## src/design/max_pool_with_argmax_assert.svh

```systemverilog
// ----------------------------------------------------------------------------
// max_pool_with_argmax assertion macros
// Shared property forms for the pooling block's checks.
// ----------------------------------------------------------------------------
`ifndef MAX_POOL_WITH_ARGMAX_ASSERT_SVH
`define MAX_POOL_WITH_ARGMAX_ASSERT_SVH

// Same-cycle implication, off while reset is asserted.
`define MPA_ASSERT_NOW(lbl, clk, rst_n, ante, cons, msg) \
    lbl: assert property (@(posedge clk) disable iff (!(rst_n)) (ante) |-> (cons)) \
        else $error(msg);

// Next-cycle implication, off while reset is asserted.
`define MPA_ASSERT_NEXT(lbl, clk, rst_n, ante, cons, msg) \
    lbl: assert property (@(posedge clk) disable iff (!(rst_n)) (ante) |=> (cons)) \
        else $error(msg);

`endif

```

## src/design/mpa_pkg.sv

```systemverilog
// ----------------------------------------------------------------------------
// mpa_pkg
// Shared types and constants of the max pooling with argmax block.
// ----------------------------------------------------------------------------
package mpa_pkg;

    localparam int MAX_WIDTH_DEF    = 1024;
    localparam int MAX_POOL_DEF     = 8;
    localparam int MAX_CHANNELS_DEF = 1024;

    localparam int HEIGHT_LIMIT = 1024;
    localparam int HEIGHT_W     = 11;   // holds HEIGHT_LIMIT itself
    localparam int ROW_W        = 10;   // row counter

    localparam int VALUE_W = 32;
    localparam int INDEX_W = 30;

    localparam logic [VALUE_W-1:0] FLOOR_Q16 = 32'hFC19_0000;   // -999.0

    localparam int CFG_IDX_W  = 3;
    localparam int CFG_DATA_W = 11;
    localparam int POOL_CFG_W = 4;

    localparam int MID_DEPTH = 4;
    localparam int OUT_DEPTH = 4;

    typedef enum logic [CFG_IDX_W-1:0] {
        CFG_POOL_SIZE      = 3'd0,
        CFG_INPUT_WIDTH    = 3'd1,
        CFG_INPUT_HEIGHT   = 3'd2,
        CFG_INPUT_CHANNELS = 3'd3
    } t_cfg_reg;

    typedef struct packed {
        logic                  valid;
        logic [CFG_IDX_W-1:0]  index;
        logic [CFG_DATA_W-1:0] data;
    } t_cfg_write;

    typedef struct packed {
        logic init;       // first sample of its window
        logic emit;       // last sample of its window
        logic map_last;   // window is the last of the map
    } t_item_flags;

    typedef struct packed {
        logic signed [VALUE_W-1:0] pooled_value;
        logic [INDEX_W-1:0]        winner_index;
        logic                      index_valid;
        logic                      map_last;
    } t_result;

endpackage

```

## src/design/mpa_front.sv

```systemverilog
// ----------------------------------------------------------------------------
// mpa_front
// Config registers, raster position tracking and window classification.
// ----------------------------------------------------------------------------
`include "max_pool_with_argmax_assert.svh"

module mpa_front #(
    parameter int MAX_WIDTH    = mpa_pkg::MAX_WIDTH_DEF,
    parameter int MAX_POOL     = mpa_pkg::MAX_POOL_DEF,
    parameter int MAX_CHANNELS = mpa_pkg::MAX_CHANNELS_DEF
) (
    input  logic                                i_clk,
    input  logic                                i_rst_n,
    input  mpa_pkg::t_cfg_write                 i_cfg,
    input  logic                                i_accept,
    input  logic signed [mpa_pkg::VALUE_W-1:0]  i_sample_value,
    output logic                                o_item_push,
    output logic signed [mpa_pkg::VALUE_W-1:0]  o_item_value,
    output logic [mpa_pkg::INDEX_W-1:0]         o_item_flat,
    output logic [$clog2(MAX_WIDTH)-1:0]        o_item_addr,
    output mpa_pkg::t_item_flags                o_item_flags
);

    localparam int XW   = $clog2(MAX_WIDTH);
    localparam int WDW  = $clog2(MAX_WIDTH + 1);
    localparam int PW   = $clog2(MAX_POOL + 1);
    localparam int PHW  = $clog2(MAX_POOL);
    localparam int CHW  = $clog2(MAX_CHANNELS + 1);
    localparam int CW   = (MAX_CHANNELS > 1) ? $clog2(MAX_CHANNELS) : 1;
    localparam int HW   = mpa_pkg::HEIGHT_W;
    localparam int YW   = mpa_pkg::ROW_W;
    localparam int CCW  = (WDW > PW + 1) ? WDW : PW + 1;
    localparam int RCW  = (HW > PW + 1) ? HW : PW + 1;
    localparam int IW   = mpa_pkg::INDEX_W;

    // effective (clamped) geometry
    logic [PW-1:0]  r_pool;
    logic [WDW-1:0] r_wd;
    logic [HW-1:0]  r_ht;
    logic [CHW-1:0] r_ch;

    // position
    logic [XW-1:0]  r_x, n_x;
    logic [YW-1:0]  r_y, n_y;
    logic [CW-1:0]  r_c, n_c;
    logic [PHW-1:0] r_cphase, n_cphase;
    logic [PHW-1:0] r_rphase, n_rphase;
    logic [XW-1:0]  r_ox, n_ox;
    logic [IW-1:0]  r_flat, n_flat;
    logic           r_col_full, r_col_last, r_row_full, r_row_last;

    logic           cfg_hit;
    logic [31:0]    pool_raw, dim_raw;
    logic [31:0]    pool_eff, wd_eff, ht_eff, ch_eff;

    logic           last_col, last_row, last_ch, cwrap, rwrap;
    logic           col_start, row_start;
    logic [WDW-1:0] left_col;
    logic [HW-1:0]  left_row;
    logic           col_full_now, col_last_now, row_full_now, row_last_now;

    // register write decode with range clamping
    always_comb begin
        pool_raw = 32'(i_cfg.data[mpa_pkg::POOL_CFG_W-1:0]);
        dim_raw  = 32'(i_cfg.data);

        if (pool_raw == 32'd0) begin
            pool_eff = 32'd1;
        end else if (pool_raw > 32'(MAX_POOL)) begin
            pool_eff = 32'(MAX_POOL);
        end else begin
            pool_eff = pool_raw;
        end

        if (dim_raw == 32'd0) begin
            wd_eff = 32'd1;
        end else if (dim_raw > 32'(MAX_WIDTH)) begin
            wd_eff = 32'(MAX_WIDTH);
        end else begin
            wd_eff = dim_raw;
        end

        if (dim_raw == 32'd0) begin
            ht_eff = 32'd1;
        end else if (dim_raw > 32'(mpa_pkg::HEIGHT_LIMIT)) begin
            ht_eff = 32'(mpa_pkg::HEIGHT_LIMIT);
        end else begin
            ht_eff = dim_raw;
        end

        if (dim_raw == 32'd0) begin
            ch_eff = 32'd1;
        end else if (dim_raw > 32'(MAX_CHANNELS)) begin
            ch_eff = 32'(MAX_CHANNELS);
        end else begin
            ch_eff = dim_raw;
        end

        cfg_hit = i_cfg.valid &&
                  (i_cfg.index == mpa_pkg::CFG_POOL_SIZE ||
                   i_cfg.index == mpa_pkg::CFG_INPUT_WIDTH ||
                   i_cfg.index == mpa_pkg::CFG_INPUT_HEIGHT ||
                   i_cfg.index == mpa_pkg::CFG_INPUT_CHANNELS);
    end

    // window membership of the current sample
    always_comb begin
        col_start = (r_cphase == '0);
        row_start = (r_x == '0) && (r_rphase == '0);
        left_col  = r_wd - WDW'(r_x);
        left_row  = r_ht - HW'(r_y);

        col_full_now = col_start ? (CCW'(left_col) >= CCW'(r_pool)) : r_col_full;
        col_last_now = col_start ? (CCW'(left_col) < (CCW'(r_pool) << 1)) : r_col_last;
        row_full_now = row_start ? (RCW'(left_row) >= RCW'(r_pool)) : r_row_full;
        row_last_now = row_start ? (RCW'(left_row) < (RCW'(r_pool) << 1)) : r_row_last;
    end

    // position advance
    always_comb begin
        last_col = ((WDW'(r_x) + WDW'(1)) == r_wd);
        last_row = ((HW'(r_y) + HW'(1)) == r_ht);
        last_ch  = ((CHW'(r_c) + CHW'(1)) == r_ch);
        cwrap    = ((PW'(r_cphase) + PW'(1)) == r_pool);
        rwrap    = ((PW'(r_rphase) + PW'(1)) == r_pool);

        n_y      = r_y;
        n_c      = r_c;
        n_rphase = r_rphase;

        if (last_col) begin
            n_x      = '0;
            n_cphase = '0;
            n_ox     = '0;
            n_y      = last_row ? '0 : r_y + YW'(1);
            n_rphase = (last_row || rwrap) ? '0 : r_rphase + PHW'(1);
            if (last_row) begin
                n_c = last_ch ? '0 : r_c + CW'(1);
            end
        end else begin
            n_x      = r_x + XW'(1);
            n_cphase = cwrap ? '0 : r_cphase + PHW'(1);
            n_ox     = cwrap ? r_ox + XW'(1) : r_ox;
        end

        n_flat = (last_col && last_row && last_ch) ? '0 : r_flat + IW'(1);
    end

    always_ff @(posedge i_clk) begin
        if (!i_rst_n) begin
            r_pool     <= PW'(2);
            r_wd       <= WDW'(1);
            r_ht       <= HW'(1);
            r_ch       <= CHW'(1);
            r_x        <= '0;
            r_y        <= '0;
            r_c        <= '0;
            r_cphase   <= '0;
            r_rphase   <= '0;
            r_ox       <= '0;
            r_flat     <= '0;
            r_col_full <= 1'b0;
            r_col_last <= 1'b0;
            r_row_full <= 1'b0;
            r_row_last <= 1'b0;
        end else if (cfg_hit) begin
            unique case (i_cfg.index)
                mpa_pkg::CFG_POOL_SIZE:      r_pool <= PW'(pool_eff);
                mpa_pkg::CFG_INPUT_WIDTH:    r_wd   <= WDW'(wd_eff);
                mpa_pkg::CFG_INPUT_HEIGHT:   r_ht   <= HW'(ht_eff);
                mpa_pkg::CFG_INPUT_CHANNELS: r_ch   <= CHW'(ch_eff);
                default:                     r_pool <= r_pool;
            endcase
            r_x      <= '0;
            r_y      <= '0;
            r_c      <= '0;
            r_cphase <= '0;
            r_rphase <= '0;
            r_ox     <= '0;
            r_flat   <= '0;
        end else if (i_accept) begin
            r_x        <= n_x;
            r_y        <= n_y;
            r_c        <= n_c;
            r_cphase   <= n_cphase;
            r_rphase   <= n_rphase;
            r_ox       <= n_ox;
            r_flat     <= n_flat;
            r_col_full <= col_full_now;
            r_col_last <= col_last_now;
            r_row_full <= row_full_now;
            r_row_last <= row_last_now;
        end
    end

    assign o_item_push           = i_accept && col_full_now && row_full_now;
    assign o_item_value          = i_sample_value;
    assign o_item_flat           = r_flat;
    assign o_item_addr           = r_ox;
    assign o_item_flags.init     = (r_cphase == '0) && (r_rphase == '0);
    assign o_item_flags.emit     = cwrap && rwrap;
    assign o_item_flags.map_last = last_ch && col_last_now && row_last_now;

    `MPA_ASSERT_NOW(a_front_phase_range, i_clk, i_rst_n, 1'b1, (PW'(r_cphase) < r_pool) && (PW'(r_rphase) < r_pool), "mpa_front: window phase outside pool size")

endmodule

```

## config.mk

```make
export PLATFORM = sky130hd
export DESIGN_NAME = mpa_front
export DESIGN_NICKNAME = d
export VERILOG_FILES = /design/src/design/mpa_pkg.sv /design/src/design/mpa_front.sv
export VERILOG_INCLUDE_DIRS = /design/src /design/src/design
export SDC_FILE = /design/constraint.sdc
export NUM_CORES = 1
export LEC_CHECK = 0
export BUFFER_PORTS_ARGS = -buffer_cell sky130_fd_sc_hd__clkbuf_2
export CORE_ASPECT_RATIO = 1.4
export CORE_MARGIN = 5
export CORE_UTILIZATION = 26
export CTS_BUF_LIST = sky130_fd_sc_hd__clkbuf_8
export CTS_CLUSTER_SIZE = 28
export DETAILED_ROUTE_END_ITERATION = 6
export GPL_TIMING_DRIVEN = 0
export PLACE_DENSITY_LB_ADDON = 0.12
export SLEW_MARGIN = 20
export SYNTH_ARGS = -nofsm -noshare
export SYNTH_HDL_FRONTEND = slang
export SYNTH_SLANG_ARGS = --single-unit
```

## constraint.sdc

```tcl
create_clock -name i_clk -period 4.1 [get_ports i_clk]
set_clock_uncertainty 0.2 [all_clocks]
set_input_delay 1.23 -clock i_clk [delete_from_list [all_inputs] [get_ports i_clk]]
set_output_delay 1.23 -clock i_clk [all_outputs]
set_load 0.02 [all_outputs]
```

==> results.py <==
metrics = {
    "synth": {
        "syn_area_um2": 8110,
        "ys_top_cells_by_area": "dfxtp_1 (29%), ha_1 (6.8%), nand2_1 (5.9%), xor2_1 (4.6%), xnor2_1 (3.3%)",
        "synth.top_cell.area_share": 0.289,
        "syn-mean-instance-area_um2": 7.85,
        "yosys.cell_count.top_type": "nand2_1",
        "synth.ff_latch_count": 117,
        "synth_xor_xnor_area_share": 0.0799,
        "mappedNetlistNets": 1129,
        "warning_count_from_the_yosys_run": 0,
        "synth_flop_cell": "dfxtp_1",
        "ys_top_cells_by_count": "nand2_1 (128), dfxtp_1 (117), nor2_1 (62), a21oi_1 (51), inv_1 (46)",
        "number_of_enable_flip_flop_cells_after_synthesis": 0,
        "count_of_unique_library_cells_instantiated_by_yosys": 75,
        "dominant_combinational_cell_family_by_area_after_synthesis": "simple AND/OR/NAND/NOR gates",
        "synthesized_area_fraction_occupied_by_adder_cells": 0.0728,
        "synth-compound-area-share": 0.192,
        "synth-simple-area-share": 0.276,
        "yosysTopAreaCell": "dfxtp_1",
        "post_synth_mux_area_share": 0.00648,
        "async_reset_ff_frac": 0,
        "syn-instance-count": 1033,
        "synth-seq-area-share": 0.289,
    },
    "setup_path": {
        "regToRegSetupSlack_ns": 0.19,
        "critPathLaunchType": "register",
        "cp_data_required_time_ns": 2.67,
        "worstPathMaxFanout": 4,
        "rr_startpoint": "r_x[0]$_SDFFE_PP0P_",
        "timing.reg2reg.worst_path_depth": 12,
        "critical_path_class": "register to output port",
        "timing.critical_path.cells": "inv_1 > fa_2 > nand2b_4 > a211oi_4 > o22ai_2 > mux2i_2 > o2111ai_2 > a211o_1 > a211oi_2 > buf_4",
        "slowest_stage_cell_on_the_critical_path": "fa_2",
        "arrival_ns": 3.15,
        "critical_path_buf_inv_count": 2,
        "critical-path-top-delay-family": "compound AO/OA/AOI/OAI gates",
        "worst_reg2reg_endpoint": "o_item_addr[5]$_SDFFE_PP0P_",
        "cp_slowest_stage_delay_ns": 0.42,
        "endpoint_kind": "output port",
    },
    "sta": {
        "slew-limit-headroom": 0.518,
        "finalWorstSetupSlack_ns": -0.478,
        "final_number_of_setup_violating_endpoints": 2,
        "worst_slew_pin_slew_ns": 0.724,
        "final_period_minus_worst_setup_slack_ns": 4.58,
        "fmax_ghz": 0.218,
        "hold_violations": 0,
        "final_max_slew_viol_count": 0,
        "final.period_utilization": 1.12,
        "grt_setup_unrepaired": "yes",
    },
    "power": {
        "cellPowerDensity_nw_per_um2": 296,
        "pleak_uw": 0.00381,
        "vdd.ir_drop.worst_mv": 0.150,
    },
    "floorplan": {
        "initial_utilization": 0.263,
        "design.portCount": 126,
        "fp-row-count": 76,
        "die_width_um": 159,
        "core_outline_area_um2": 30800,
        "fp.dieH_um": 219,
        "die_area_um2": 34900,
    },
    "placement": {
        "place.detailed.hpwl_um": 20100,
        "globalplace.congestion": 0.757,
        "post_dp_cell_area_um2": 9070,
        "place.port_buffers": 93,
    },
    "cells_and_area": {
        "fin_util": 0.324,
        "fillers": 3345,
        "antennaDiodeCount": 0,
        "drive_above_1_share": 0.232,
        "area_growth_pct": 23.1,
        "layout.nets": 1255,
        "final_area_um2": 9980,
    },
    "hold_path": {
        "worst_hold_path_type": "register to register",
        "min_from": "r_ch[4]$_SDFFE_PN0P_",
        "hold_depth": 2,
        "hold_path_end": "r_ch[4]$_SDFFE_PN0P_",
    },
    "detailed_routing": {
        "detail_route.wirelength_um": 26200,
        "drt_pre_antenna_iters": 4,
        "drcViolationCount": 0,
        "drt_first_iter_violations": 354,
        "vias_per_cell": 5.01,
        "route.detailed.wl_per_inst_um": 16.8,
        "vias": 7827,
        "ant_nets": 0,
    },
    "cts": {
        "tritoncts_num_sinks": 117,
        "tritoncts.num_buffers": 17,
        "post_cts_hold_fix_bufs": 0,
        "clock_latency_on_the_worst_skew_pair_ns": 0.48,
        "cts_buffer_depth": 2,
        "max_h_tree_level": 4,
        "clock_root_buffer_master": "clkbuf_8",
        "clock_tree_from_tritoncts": "yes",
        "clk_pin_slew_ns": 0.08,
    },
    "grt": {
        "gr-total-overflow": 0,
        "track_usage": 0.149,
        "grt_antenna_before_repair": 0,
        "largest_net_degree_at_the_start_of_global_routing": 20,
        "first_global_vias": 7629,
        "grt_first_pass_wirelength_um": 41700,
    },
    "status": {
        "outcome": "finished, violations left",
        "violations": "setup timing",
    },
    "run": {
        "timing.max_cap.violations": 0,
    },
}
worst max path at each step:
stage	startpoint	endpoint	slack, ns	cells past startpoint
2_1_floorplan	i_accept	o_item_push	-0.11	5
3_3_place_gp	i_accept	o_item_push	-1.14	7
3_5_place_dp	i_accept	o_item_push	-1.07	7
4_1_cts	r_y[4]$_SDFFE_PP0P_	o_item_flags[0]	-0.66	11
5_1_grt	r_wd[0]$_SDFFE_PN1P_	o_item_flags[0]	-0.63	11
6_report	r_wd[1]$_SDFFE_PN0P_	o_item_flags[0]	-0.48	10
registers in the layout, indices dropped and copies added, names as in the netlist, 3 cells and up:
register and cells:
r_cphase 3, o_item_flat 30, r_x 10, r_c 10, r_y 10, r_ht 11, r_rphase 3, r_wd 11
o_item_addr 10, r_ch 11, r_pool 4
worst min-delay path, cell delays in order (launching register included):
cell,delay [ns]
dfxtp_1,0.32
nand2_1,0.05
a21boi_0,0.06
final cells by class:
cell class	instances	area, um^2	area share
sequential	117	2360	0.237
clock inverter	14	176	0.0177
tap	390	488	0.0489
clock buffer	18	248	0.0248
timing repair buffer	109	591	0.0592
multi-input combinational	779	5410	0.542
inverter	47	176	0.0177
buffer	88	528	0.0529
where the power goes:
group	total [uW]	switching (uW)	leakage [uW]	internal, uW
registers	1180	24.2	0.000950	1150
clock network	1160	543	0.000210	622
logic	610	375	0.00265	235
per-layer routing:
layer  wire length (um)  global-route usage
met3               1130              0.0336
met5                  0                   0
met2              12700               0.252
met1              11700               0.183
met4                721              0.0586
cells by family after synthesis:
logic type / after synthesis
xor+xnor: 74
simple gates: 425
flops: 117
buf+inv: 137
mux: 5
fa+ha+maj: 46
compound gates: 229
cells in the final DEF, fill, tap and decap left out, types with 18 or more instances in the layout:
cell        n
buf_4      53
a21oi_1    46
inv_1      43
clkbuf_2   94
clkbuf_8   18
nand2_1   128
nor2b_1    19
xnor2_1    28
dfxtp_1   106
a21boi_0   32
ha_1       33
nor3_1     28
nor2_1     59
nand3_1    40
xor2_1     42
o21ai_0    34
clkbuf_1   31
nand4_1    21
timing repair:
action                                  4_1_cts  5_1_grt
resized for setup                            37       48
pin swaps                                    11       13
gates cloned                                  0        0
setup buffers                                 7        9
endpoints found under the setup margin        2        2
endpoints found under the hold margin         0        0
stage by stage:
step	hold WS [ns]	setup slack [ns]	instances	total power [uW]	TNS [ns]
3_3_place_gp	0.271	-1.14	1516	1760	-1.78
6_report	0.284	-0.478	1562	2950	-0.888
2_1_floorplan	0.254	-0.113	1033	1560	-0.206
5_1_grt	0.306	-0.626	1562	3100	-1.19
3_5_place_dp	0.277	-1.07	1516	1750	-1.66
4_1_cts	0.288	-0.658	1553	2990	-1.18
(Power assumes the default switching activity.)
