$ cat src/design/max_pool_with_argmax_assert.svh
// ----------------------------------------------------------------------------
// max_pool_with_argmax assertion macros
// Shared property forms for the pooling block's checks.
// ----------------------------------------------------------------------------
`ifndef MAX_POOL_WITH_ARGMAX_ASSERT_SVH
`define MAX_POOL_WITH_ARGMAX_ASSERT_SVH

// Same-cycle implication, off while reset is asserted.
`define MPA_ASSERT_NOW(lbl, clk, rst_n, ante, cons, msg) \
    lbl: assert property (@(posedge clk) disable iff (!(rst_n)) (ante) |-> (cons)) \
        else $error(msg);

// Next-cycle implication, off while reset is asserted.
`define MPA_ASSERT_NEXT(lbl, clk, rst_n, ante, cons, msg) \
    lbl: assert property (@(posedge clk) disable iff (!(rst_n)) (ante) |=> (cons)) \
        else $error(msg);

`endif

$ cat src/design/mpa_fifo.sv
// ----------------------------------------------------------------------------
// mpa_fifo
// Small flip-flop queue, first word visible at the head.
// ----------------------------------------------------------------------------
`include "max_pool_with_argmax_assert.svh"

module mpa_fifo #(
    parameter int WIDTH = 8,
    parameter int DEPTH = 4
) (
    input  logic                       i_clk,
    input  logic                       i_rst_n,
    input  logic                       i_push,
    input  logic [WIDTH-1:0]           i_data,
    input  logic                       i_pop,
    output logic [WIDTH-1:0]           o_data,
    output logic                       o_full,
    output logic                       o_empty,
    output logic [$clog2(DEPTH+1)-1:0] o_count
);

    localparam int AW   = $clog2(DEPTH);
    localparam int CNTW = $clog2(DEPTH+1);

    logic [WIDTH-1:0] r_mem [DEPTH];
    logic [AW-1:0]    r_wptr, r_rptr;
    logic [CNTW-1:0]  r_count;
    logic             do_push, do_pop;

    assign do_push = i_push && !o_full;
    assign do_pop  = i_pop && !o_empty;

    always_ff @(posedge i_clk) begin
        if (!i_rst_n) begin
            r_wptr  <= '0;
            r_rptr  <= '0;
            r_count <= '0;
        end else begin
            if (do_push) begin
                r_wptr <= r_wptr + AW'(1);
            end
            if (do_pop) begin
                r_rptr <= r_rptr + AW'(1);
            end
            unique case ({do_push, do_pop})
                2'b10:   r_count <= r_count + CNTW'(1);
                2'b01:   r_count <= r_count - CNTW'(1);
                default: r_count <= r_count;
            endcase
        end
    end

    always_ff @(posedge i_clk) begin
        if (do_push) begin
            r_mem[r_wptr] <= i_data;
        end
    end

    assign o_data  = r_mem[r_rptr];
    assign o_full  = (r_count == CNTW'(DEPTH));
    assign o_empty = (r_count == '0);
    assign o_count = r_count;

    // writers check room before pushing; a dropped item would be lost silently
    `MPA_ASSERT_NOW(a_fifo_no_overflow, i_clk, i_rst_n, o_full, !i_push, "mpa_fifo: push while full")

endmodule

$ cat config.mk
export PLATFORM = sky130hd
export DESIGN_NAME = mpa_fifo
export DESIGN_NICKNAME = d
export VERILOG_FILES = /design/src/design/mpa_fifo.sv
export VERILOG_INCLUDE_DIRS = /design/src /design/src/design
export SDC_FILE = /design/constraint.sdc
export NUM_CORES = 1
export LEC_CHECK = 0
export BUFFER_PORTS_ARGS = -buffer_cell sky130_fd_sc_hd__clkbuf_2
export CORE_MARGIN = 4
export CORE_UTILIZATION = 45
export DETAILED_ROUTE_END_ITERATION = 10
export MAX_ROUTING_LAYER = met4
export PLACE_DENSITY_LB_ADDON = 0.12
export SYNTH_ARGS = -nofsm -noshare
export SYNTH_HDL_FRONTEND = slang
export SYNTH_SLANG_ARGS = --single-unit
$ cat constraint.sdc
create_clock -name i_clk -period 2.5 [get_ports i_clk]
set_input_delay 0.375 -clock i_clk [delete_from_list [all_inputs] [get_ports i_clk]]
set_output_delay 0.375 -clock i_clk [all_outputs]
set_load 0.1 [all_outputs]
==> flow_metrics.env, run 1 <==
export IMPL_post_cts_setup_buffers=0
export IMPL_grt_use_total_pct=12.54
export IMPL_root_buffer_cell="sky130_fd_sc_hd__clkbuf_8"
export IMPL_synth_top_area_cell="sky130_fd_sc_hd__edfxtp_1"
export IMPL_mappedNetlistNets=114
export IMPL_drt_pass1_iter_count=6
export IMPL_grt_pass1_wl_um=3870
export IMPL_number_of_global_route_vias_before_repair=816
export IMPL_crit_buf_inv=2
export IMPL_synth_edff_count=32
export IMPL_final_routed_wirelength_across_all_metal_layers_um=2403
export IMPL_critical_path_slowest_cell="sky130_fd_sc_hd__mux4_2"
export IMPL_vias_per_cell=4.820
export IMPL_initial_antenna_violation_count=0
export IMPL_finish_cell_count_without_fillers=172
export IMPL_cts_tree="done"
export IMPL_synthCells=96
export IMPL_detail_route_drc_violations=0
export IMPL_routed_via_count=829
export IMPL_fin_worst_skew_ps=4.072
export IMPL_postRouteAntennaNets=0
export IMPL_critPathTopFamily="buffers and inverters"
export IMPL_num_nets_final=143
export IMPL_antenna_cells_inserted=0
export IMPL_worst_path_max_fanout=8
export IMPL_min_delay_start="i_data[4]"
export IMPL_floorplan_initialDensity_pct=47.76
export IMPL_slew_worst_pin_ps=543.7
export IMPL_grt_start_max_net_pins=14
export IMPL_rsz0062_at_grt="no"
export IMPL_postSynth_asyncResetShare_pct=0
export IMPL_result_of_the_run="finished clean"
export IMPL_worst_ep_arrival_time_ps=1720
export IMPL_cts_hold_fix_buffers=0
export IMPL_synth_area_um2=1644
export IMPL_yosysWarningCount=0
export IMPL_synth_seq_area_share_pct=69.41
export IMPL_cts_num_sinks=41
export IMPL_core_region_area_um2=3442
export IMPL_die_h_um=68.45
export IMPL_grt_ovfl_total=0
export IMPL_synth_top_cells_by_area="sky130_fd_sc_hd__edfxtp_1 (58%), sky130_fd_sc_hd__dfxtp_1 (11%), sky130_fd_sc_hd__mux4_2 (11%), sky130_fd_sc_hd__ha_1 (3.8%), sky130_fd_sc_hd__and2_1 (2.3%)"
export IMPL_wl_per_cell_um=13.97
export IMPL_dp_hpwl_um=1703
export IMPL_numPortBuffers=24
export IMPL_yosys_area_top_type_share_pct=58.45
export IMPL_critPathMaxStageDelay_ps=530
export IMPL_area_growth_syn_to_layout_pct=20.85
export IMPL_most_instantiated_flip_flop_cell_in_the_synthesis_netlist="sky130_fd_sc_hd__edfxtp_1"
export IMPL_critical_path_required_time_ps=2120
export IMPL_post_cts_resize_count=0
export IMPL_tns_ps=0
export IMPL_layout_drive_gt1_share_pct=40.48
export IMPL_timing_final_max_slew_violations=0
export IMPL_min_path_type="in2reg"
export IMPL_placed_cells=164
export IMPL_setup_viol=0
export IMPL_worst_r2r_startpoint="o_count[0]"
export IMPL_design_portCount=25
export IMPL_postSynthAreaPerCell_um2=17.13
export IMPL_floorplan_rows=21
export IMPL_max_cap_violations=0
export IMPL_cts_clk_slew_worst_paths_ps=80
export IMPL_max_freq_mhz=477.9
export IMPL_critical_path_class="reg2out"
export IMPL_critical_path_capture_point_type="output port"
export IMPL_timing_hold_ws_ps=298.7
export IMPL_postSynthRegisterBits=41
export IMPL_clk_path_buf_depth=2
export IMPL_critical_path_cell_chain="buf_4 -> mux4_2 -> clkbuf_2"
export IMPL_clkLatencyLatePin_ps=290
export IMPL_htree_levels=2
export IMPL_synthDistinctLibCells=21
export IMPL_tritoncts_num_buffers=5
export IMPL_dr_first_iter_drc_count=31
export IMPL_start_kind="register"
export IMPL_period_needed_ps=2092
export IMPL_die_w_um=68.45
export IMPL_maxSlewHeadroom_pct=63.91
export IMPL_routabilityCongestion=0.6921
export IMPL_design_die_area_um2=4685
export IMPL_finalHoldViolations=0
export IMPL_final_worst_path_cycle_share_pct=83.70
==> worst paths after layout <==
kind                      end  slack (ps)  cells after the start
hold reg to reg     r_wptr[1]         500                      2
setup / recovery    o_data[0]         410                      3
hold / removal    r_mem[0][4]         300                      1
setup reg to reg   o_count[2]         500                     10
==> cells in the mapped netlist (5+ instances only) <==
cell	n
sky130_fd_sc_hd__and2_1	6
sky130_fd_sc_hd__dfxtp_1	9
sky130_fd_sc_hd__edfxtp_1	32
sky130_fd_sc_hd__ha_1	5
sky130_fd_sc_hd__inv_1	5
sky130_fd_sc_hd__mux4_2	8
sky130_fd_sc_hd__nand2_1	7
sky130_fd_sc_hd__o21ai_0	5
==> routing by layer <==
metal	vias to the layer above	track usage, %	share of wire, %
li1	411	-	-
met1	391	14.61	42
met2	19	18.95	50
met3	8	3.448	4.7
met4	0	8.189	3.2
met5	-	-	0
==> through the flow <==
step | setup WS [ps] | area, um2 | util, %
5_1_grt | 328.1 | 1987 | 57.72
6_report | 407.5 | 1987 | 57.72
3_3_place_gp | 543.0 | 1853 | 53.84
2_1_floorplan | -420.8 | 1680 | -
3_5_place_dp | 503.2 | 1853 | 53.84
4_1_cts | 371.4 | 1987 | 57.72
==> placed cells by master (no fill, tap or decap), drive strengths merged, types with 5 or more instances in the layout <==
master,instances
edfxtp,32
clkbuf,29
dfxtp,9
mux4,8
nand2,7
and2,6
inv,6
o21ai,5
ha,5
==> cell families (layout without fill, tap and decap cells) <==
logic type / after synthesis / after routing / share of synthesized area [%]
AO/OA/AOI/OAI: 7 / 7 / 2.435
XOR/XNOR: 2 / 2 / 1.066
adder cells (fa/ha/maj): 6 / 6 / 5.023
buffers and inverters: 10 / 40 / 2.435
flip-flops: 41 / 41 / 69.41
multiplexers: 10 / 10 / 12.18
AND/OR/NAND/NOR: 20 / 20 / 7.458
==> state kept, by name (all words and copies together), names as in the netlist, named ones only <==
register and flops:
r_mem 32, r_wptr 2, r_rptr 2, o_count 3
==> worst reg2reg max path: stages (launching register included) <==
cell and delay (ps):
sky130_fd_sc_hd__dfxtp_2 370, sky130_fd_sc_hd__nor3b_4 210, sky130_fd_sc_hd__nor2b_1 70, sky130_fd_sc_hd__buf_4 160, sky130_fd_sc_hd__inv_2 70, sky130_fd_sc_hd__ha_4 130, sky130_fd_sc_hd__inv_2 30, sky130_fd_sc_hd__fa_2 320
sky130_fd_sc_hd__xor2_1 150, sky130_fd_sc_hd__or3_1 300, sky130_fd_sc_hd__a21boi_1 120
==> final cells by class <==
type,instances,area [um2]
Fill cell,273,1455
Tap cell,46,57.56
Sequential cell,41,1147
Timing Repair Buffer,26,135.1
Clock inverter,3,65.06
Inverter,6,22.52
Clock buffer,5,68.82
Multi-Input combinational cell,45,490.5
Power of run 1 is not shown: default switching activity piles up to over one toggle a cycle in this logic, so the estimate is an artifact.
==> run 2, diff against run 1 <==
- clock period: 2.5 -> 1.8 ns (I/O delays scaled with it)
==> run 2 against run 1 <==
Net effect: the run now ends with setup timing left; flip-flop and latch count is the same; register-to-register slack worse by 560 ps; highest routed layer unchanged; critical endpoint is now o_count[2]; die area unchanged; clock skew decreased by 1.4 ps; via count rose by 5.3%; sequential share of layout area is 3.5 points lower; cell count increased by 2.9%; final area grew 7.1%.
==> flow_metrics.env, run 2 (synthesized netlist as in run 1, its figures left out) <==
export IMPL_routed_via_count=873
export IMPL_max_cap_violations=0
export IMPL_start_kind="register"
export IMPL_area_growth_syn_to_layout_pct=29.45
export IMPL_timing_hold_ws_ps=195.4
export IMPL_critPathMostFrequentCell="sky130_fd_sc_hd__inv_2"
export IMPL_cts_num_sinks=41
export IMPL_min_path_type="in2reg"
export IMPL_root_buffer_cell="sky130_fd_sc_hd__clkbuf_8"
export IMPL_die_w_um=68.45
export IMPL_antenna_cells_inserted=0
export IMPL_design_die_area_um2=4685
export IMPL_vias_per_cell=4.932
export IMPL_cts_hold_fix_buffers=0
export IMPL_core_region_area_um2=3442
export IMPL_max_freq_mhz=538.4
export IMPL_critical_path_capture_point_type="register"
export IMPL_cts_tree="done"
export IMPL_initial_antenna_violation_count=0
export IMPL_registers_top_by_ff_count="r_mem"
export IMPL_routabilityCongestion=0.8055
export IMPL_grt_ovfl_total=0
export IMPL_layout_drive_gt1_share_pct=48.09
export IMPL_final_routed_wirelength_across_all_metal_layers_um=2633
export IMPL_dpl_instance_area_um2=2023
export IMPL_cts_clk_slew_worst_paths_ps=80
export IMPL_critPathMaxStageDelay_ps=380
export IMPL_timing_final_max_slew_violations=0
export IMPL_slew_worst_pin_ps=545.8
export IMPL_final_setup_worst_slack_ps=-57.24
export IMPL_largest_register_ffs=32
export IMPL_critical_path_required_time_ps=2020
export IMPL_critical_path_slowest_cell="sky130_fd_sc_hd__dfxtp_4"
export IMPL_design_portCount=25
export IMPL_fin_worst_skew_ps=2.658
export IMPL_number_of_global_route_vias_before_repair=908
export IMPL_result_of_the_run="finished, violations left"
export IMPL_wl_per_cell_um=14.88
export IMPL_grt_start_max_net_pins=14
export IMPL_htree_levels=2
export IMPL_critical_path_cell_chain="nor3b_4 -> nor2b_2 -> inv_2 -> ha_4 -> inv_2 -> fa_2 -> xor2_1 -> or3_1 -> a21boi_1"
export IMPL_worst_path_max_fanout=4
export IMPL_critical_path_class="reg2reg"
export IMPL_worst_ep_arrival_time_ps=2070
export IMPL_clkLatencyLatePin_ps=280
export IMPL_detail_route_drc_violations=0
export IMPL_final_area_um2=2128
export IMPL_floorplan_rows=21
export IMPL_grt_pass1_wl_um=4291
export IMPL_failed_checks="setup timing"
export IMPL_dp_hpwl_um=1925
export IMPL_clk_path_buf_depth=2
export IMPL_period_needed_ps=1857
export IMPL_final_common_cell="sky130_fd_sc_hd__edfxtp_1"
export IMPL_drt_pass1_iter_count=4
export IMPL_grt_use_total_pct=13.70
export IMPL_tritoncts_num_buffers=5
export IMPL_num_nets_final=148
export IMPL_floorplan_initialDensity_pct=47.76
export IMPL_final_worst_path_cycle_share_pct=103.2
export IMPL_maxSlewHeadroom_pct=63.77
export IMPL_postRouteAntennaNets=0
export IMPL_setup_viol=1
export IMPL_die_h_um=68.45
export IMPL_numPortBuffers=24
export IMPL_rsz0062_at_grt="yes"
export IMPL_commonest_non_fill_non_tap_cells_in_the_layout="sky130_fd_sc_hd__edfxtp_1 (32), sky130_fd_sc_hd__clkbuf_2 (15), sky130_fd_sc_hd__buf_12 (9)"
export IMPL_finalHoldViolations=0
export IMPL_dr_first_iter_drc_count=19
## run 2: changes by cell type in the layout (fill, tap and decap cells not counted), sizes merged
| cell | before | now |
|---|---|---|
| clkbuf | 29 | 20 |
| clkinv | 1 | 2 |
| buf | 2 | 16 |
| bufinv | 2 | 0 |
| clkinvlp | 0 | 1 |
## run 2: routing by layer
layer  up-vias  global-route usage, %  wire [um]
met4         0                  6.700         51
li1        421                      -          -
met1       424                  14.32       1051
met5         -                      -          0
met3         7                  3.941        136
met2        21                  23.48       1393
## run 2: worst paths after layout
path | startpoint | endpoint | cells past startpoint | slack (ps)
max | o_count[2] | o_count[2] | 9 | -60
min | i_data[0] | r_mem[2][0] | 1 | 200
max reg2reg | o_count[2] | o_count[2] | 9 | -60
min reg2reg | r_rptr[0] | r_rptr[0] | 2 | 500
## run 2: critical path: cells and delay by family (launching register included)
| family | cells | cell delay [ps] |
|---|---|---|
| and+or+nand+nor | 3 | 590 |
| adders and majority gates | 2 | 450 |
| DFF | 1 | 380 |
| xor gates and xnor gates | 1 | 150 |
| AOI/OAI and AO/OA | 1 | 120 |
| buffers and inverters | 2 | 90 |
## run 2: cell type report
| cell class | instances | area [um2] |
|---|---|---|
| Multi-Input combinational cell | 45 | 500.5 |
| Tap cell | 46 | 57.56 |
| Clock inverter | 3 | 17.52 |
| Timing Repair Buffer | 31 | 307.8 |
| Sequential cell | 41 | 1154 |
| Clock buffer | 5 | 68.82 |
| Fill cell | 258 | 1314 |
| Inverter | 6 | 22.52 |
## run 2: per-stage QoR
step | setup WS (ps) | setup TNS [ps] | instances | util [%]
detailed placement | -82.28 | -82.28 | 167 | 58.78
floorplan | -1107 | -17600 | 96 | -
finish | -57.24 | -57.24 | 177 | 61.83
CTS | -72.25 | -83.50 | 177 | 61.83
global route | -158.3 | -324.5 | 177 | 61.83
global placement | 4.210 | 0 | 167 | 58.78
## run 2: repair_timing
item | in CTS | in global routing
setup endpoints to repair | 9 | 9
resized for setup | 2 | 0
hold endpoints to repair | 0 | 0
pin swaps | 0 | 0
setup buffers | 2 | 0
Power of run 2 is left out for the same reason.
==> run 3, diff against run 2 <==
- GPL_TIMING_DRIVEN: unset -> 0
- PLACE_DENSITY: unset -> 0.68
- PLACE_DENSITY_LB_ADDON: 0.12 -> unset
- SKIP_LAST_GASP: unset -> 1
==> run 3 against run 2 <==
Net effect: the run still ends with setup timing left; die area did not move; flip-flop and latch count did not move; critical path depth did not move; routed wire length rose by 2.1%; non-clock buffer count rose by 4; global-route usage rose by 0.72 points; clock skew rose by 7.7 ps; cell count rose by 2.3%; count of clock-buffer cells in the layout did not move; hold slack barely moved; worst setup slack got worse by 17 ps.
==> flow_metrics.env, run 3 (synthesized netlist as in run 1, its figures left out) <==
export IMPL_final_setup_worst_slack_ps=-74.70
export IMPL_max_freq_mhz=533.4
export IMPL_cts_clk_slew_worst_paths_ps=80
export IMPL_max_cap_violations=0
export IMPL_cts_num_sinks=41
export IMPL_finish_cell_count_without_fillers=181
export IMPL_commonest_non_fill_non_tap_cells_in_the_layout="sky130_fd_sc_hd__edfxtp_1 (32), sky130_fd_sc_hd__clkbuf_2 (13), sky130_fd_sc_hd__buf_4 (10)"
export IMPL_critical_path_capture_point_type="register"
export IMPL_tritoncts_num_buffers=5
export IMPL_design_portCount=25
export IMPL_period_needed_ps=1875
export IMPL_grt_pass1_wl_um=4402
export IMPL_fin_worst_skew_ps=10.40
export IMPL_met3_usage_pct=4.926
export IMPL_clkLatencyLatePin_ps=290
export IMPL_area_growth_syn_to_layout_pct=33.03
export IMPL_final_common_cell="sky130_fd_sc_hd__edfxtp_1"
export IMPL_core_region_area_um2=3442
export IMPL_start_kind="register"
export IMPL_floorplan_initialDensity_pct=47.76
export IMPL_htree_levels=2
export IMPL_pre_cts_slack_ps=-213.8
export IMPL_grt_use_total_pct=14.42
export IMPL_numPortBuffers=23
export IMPL_wl_per_cell_um=14.85
export IMPL_clk_path_buf_depth=2
export IMPL_placed_cells=165
export IMPL_final_area_um2=2187
export IMPL_die_h_um=68.45
export IMPL_floorplan_rows=21
export IMPL_number_of_global_route_vias_before_repair=945
export IMPL_postRouteAntennaNets=0
export IMPL_drt_pass1_iter_count=4
export IMPL_final_routed_wirelength_across_all_metal_layers_um=2687
export IMPL_timing_final_max_slew_violations=0
export IMPL_dpl_instance_area_um2=1866
export IMPL_groute_layer_met2_usage_pct=23.12
export IMPL_slew_worst_pin_ps=539.0
export IMPL_min_path_type="in2reg"
export IMPL_timing_hold_ws_ps=195.1
export IMPL_rsz0062_at_grt="yes"
export IMPL_layout_drive_gt1_share_pct=48.89
export IMPL_routabilityCongestion=0.7662
export IMPL_detail_route_drc_violations=0
export IMPL_critical_path_class="reg2reg"
export IMPL_grt_ovfl_total=0
export IMPL_root_buffer_cell="sky130_fd_sc_hd__clkbuf_8"
export IMPL_final_worst_path_cycle_share_pct=104.1
export IMPL_critical_path_required_time_ps=2020
export IMPL_cts_tree="done"
export IMPL_maxSlewHeadroom_pct=64.22
export IMPL_dr_first_iter_drc_count=39
export IMPL_antenna_cells_inserted=0
export IMPL_grt_most_used_layer="met2"
export IMPL_design_die_area_um2=4685
export IMPL_setup_viol=1
export IMPL_num_nets_final=152
export IMPL_initial_antenna_violation_count=0
export IMPL_worst_ep_arrival_time_ps=2090
export IMPL_routed_via_count=915
export IMPL_largest_register_ffs=32
export IMPL_failed_checks="setup timing"
export IMPL_worst_path_max_fanout=3
export IMPL_finalHoldViolations=0
export IMPL_vias_per_cell=5.055
export IMPL_result_of_the_run="finished, violations left"
export IMPL_grt_start_max_net_pins=14
export IMPL_die_w_um=68.45
export IMPL_dp_hpwl_um=1776
export IMPL_grt_use_met1_pct=15.84
export IMPL_registers_top_by_ff_count="r_mem"
[run 3: cell count changes in the layout (fill, tap and decap cells not counted), sizes merged]
| cell | before | now |
|---|---|---|
| buf | 16 | 18 |
| clkbuf | 20 | 22 |
| clkinvlp | 1 | 0 |
| bufinv | 0 | 2 |
| clkinv | 2 | 1 |
[run 3: area by class of cell]
type | count | area (um2)
fillers | 257 | 1255
flip-flops and latches | 41 | 1154
multi-input cells | 45 | 510.5
repair buffers | 33 | 285.3
clock buffers | 5 | 68.82
clock inverters | 3 | 65.06
well taps | 46 | 57.56
plain buffers | 2 | 23.77
inverters | 6 | 22.52
[run 3: metal layers]
layer	up-vias	routed length, um
met2	21	1445
met5	-	0
li1	430	-
met3	5	113
met4	0	61
met1	459	1066
[run 3: worst paths after layout]
kind,start,to,slack [ps],cells after the start
setup / recovery,o_count[0],o_count[2],-70,9
setup reg to reg,o_count[0],o_count[2],-70,9
hold / removal,i_data[5],r_mem[0][5],200,1
hold reg to reg,r_rptr[1],r_rptr[1],490,2
[run 3: timing repair]
item	CTS	global route
endpoints found under the setup margin	10	12
hold buffers	0	0
gates resized for setup	24	12
buffers inserted	8	2
gates cloned	0	0
pin swaps	2	2
[run 3: critical path: stages, from the launching register on]
cell and delay, ps:
sky130_fd_sc_hd__dfxtp_4 360, sky130_fd_sc_hd__nor3b_4 250, sky130_fd_sc_hd__nor2b_4 70, sky130_fd_sc_hd__inv_2 70, sky130_fd_sc_hd__ha_4 130, sky130_fd_sc_hd__inv_2 30, sky130_fd_sc_hd__fa_2 320, sky130_fd_sc_hd__xor2_1 150
sky130_fd_sc_hd__or3_1 300, sky130_fd_sc_hd__a21boi_1 120
[run 3: through the flow]
| stage | util (%) | setup TNS [ps] |
|---|---|---|
| CTS | 62.56 | -157.6 |
| global route | 63.54 | -308.3 |
| global placement | 54.20 | -208.2 |
| floorplan | - | -17600 |
| finish | 63.54 | -74.70 |
| detailed placement | 54.20 | -286.1 |
Power of run 3 is left out for the same reason.
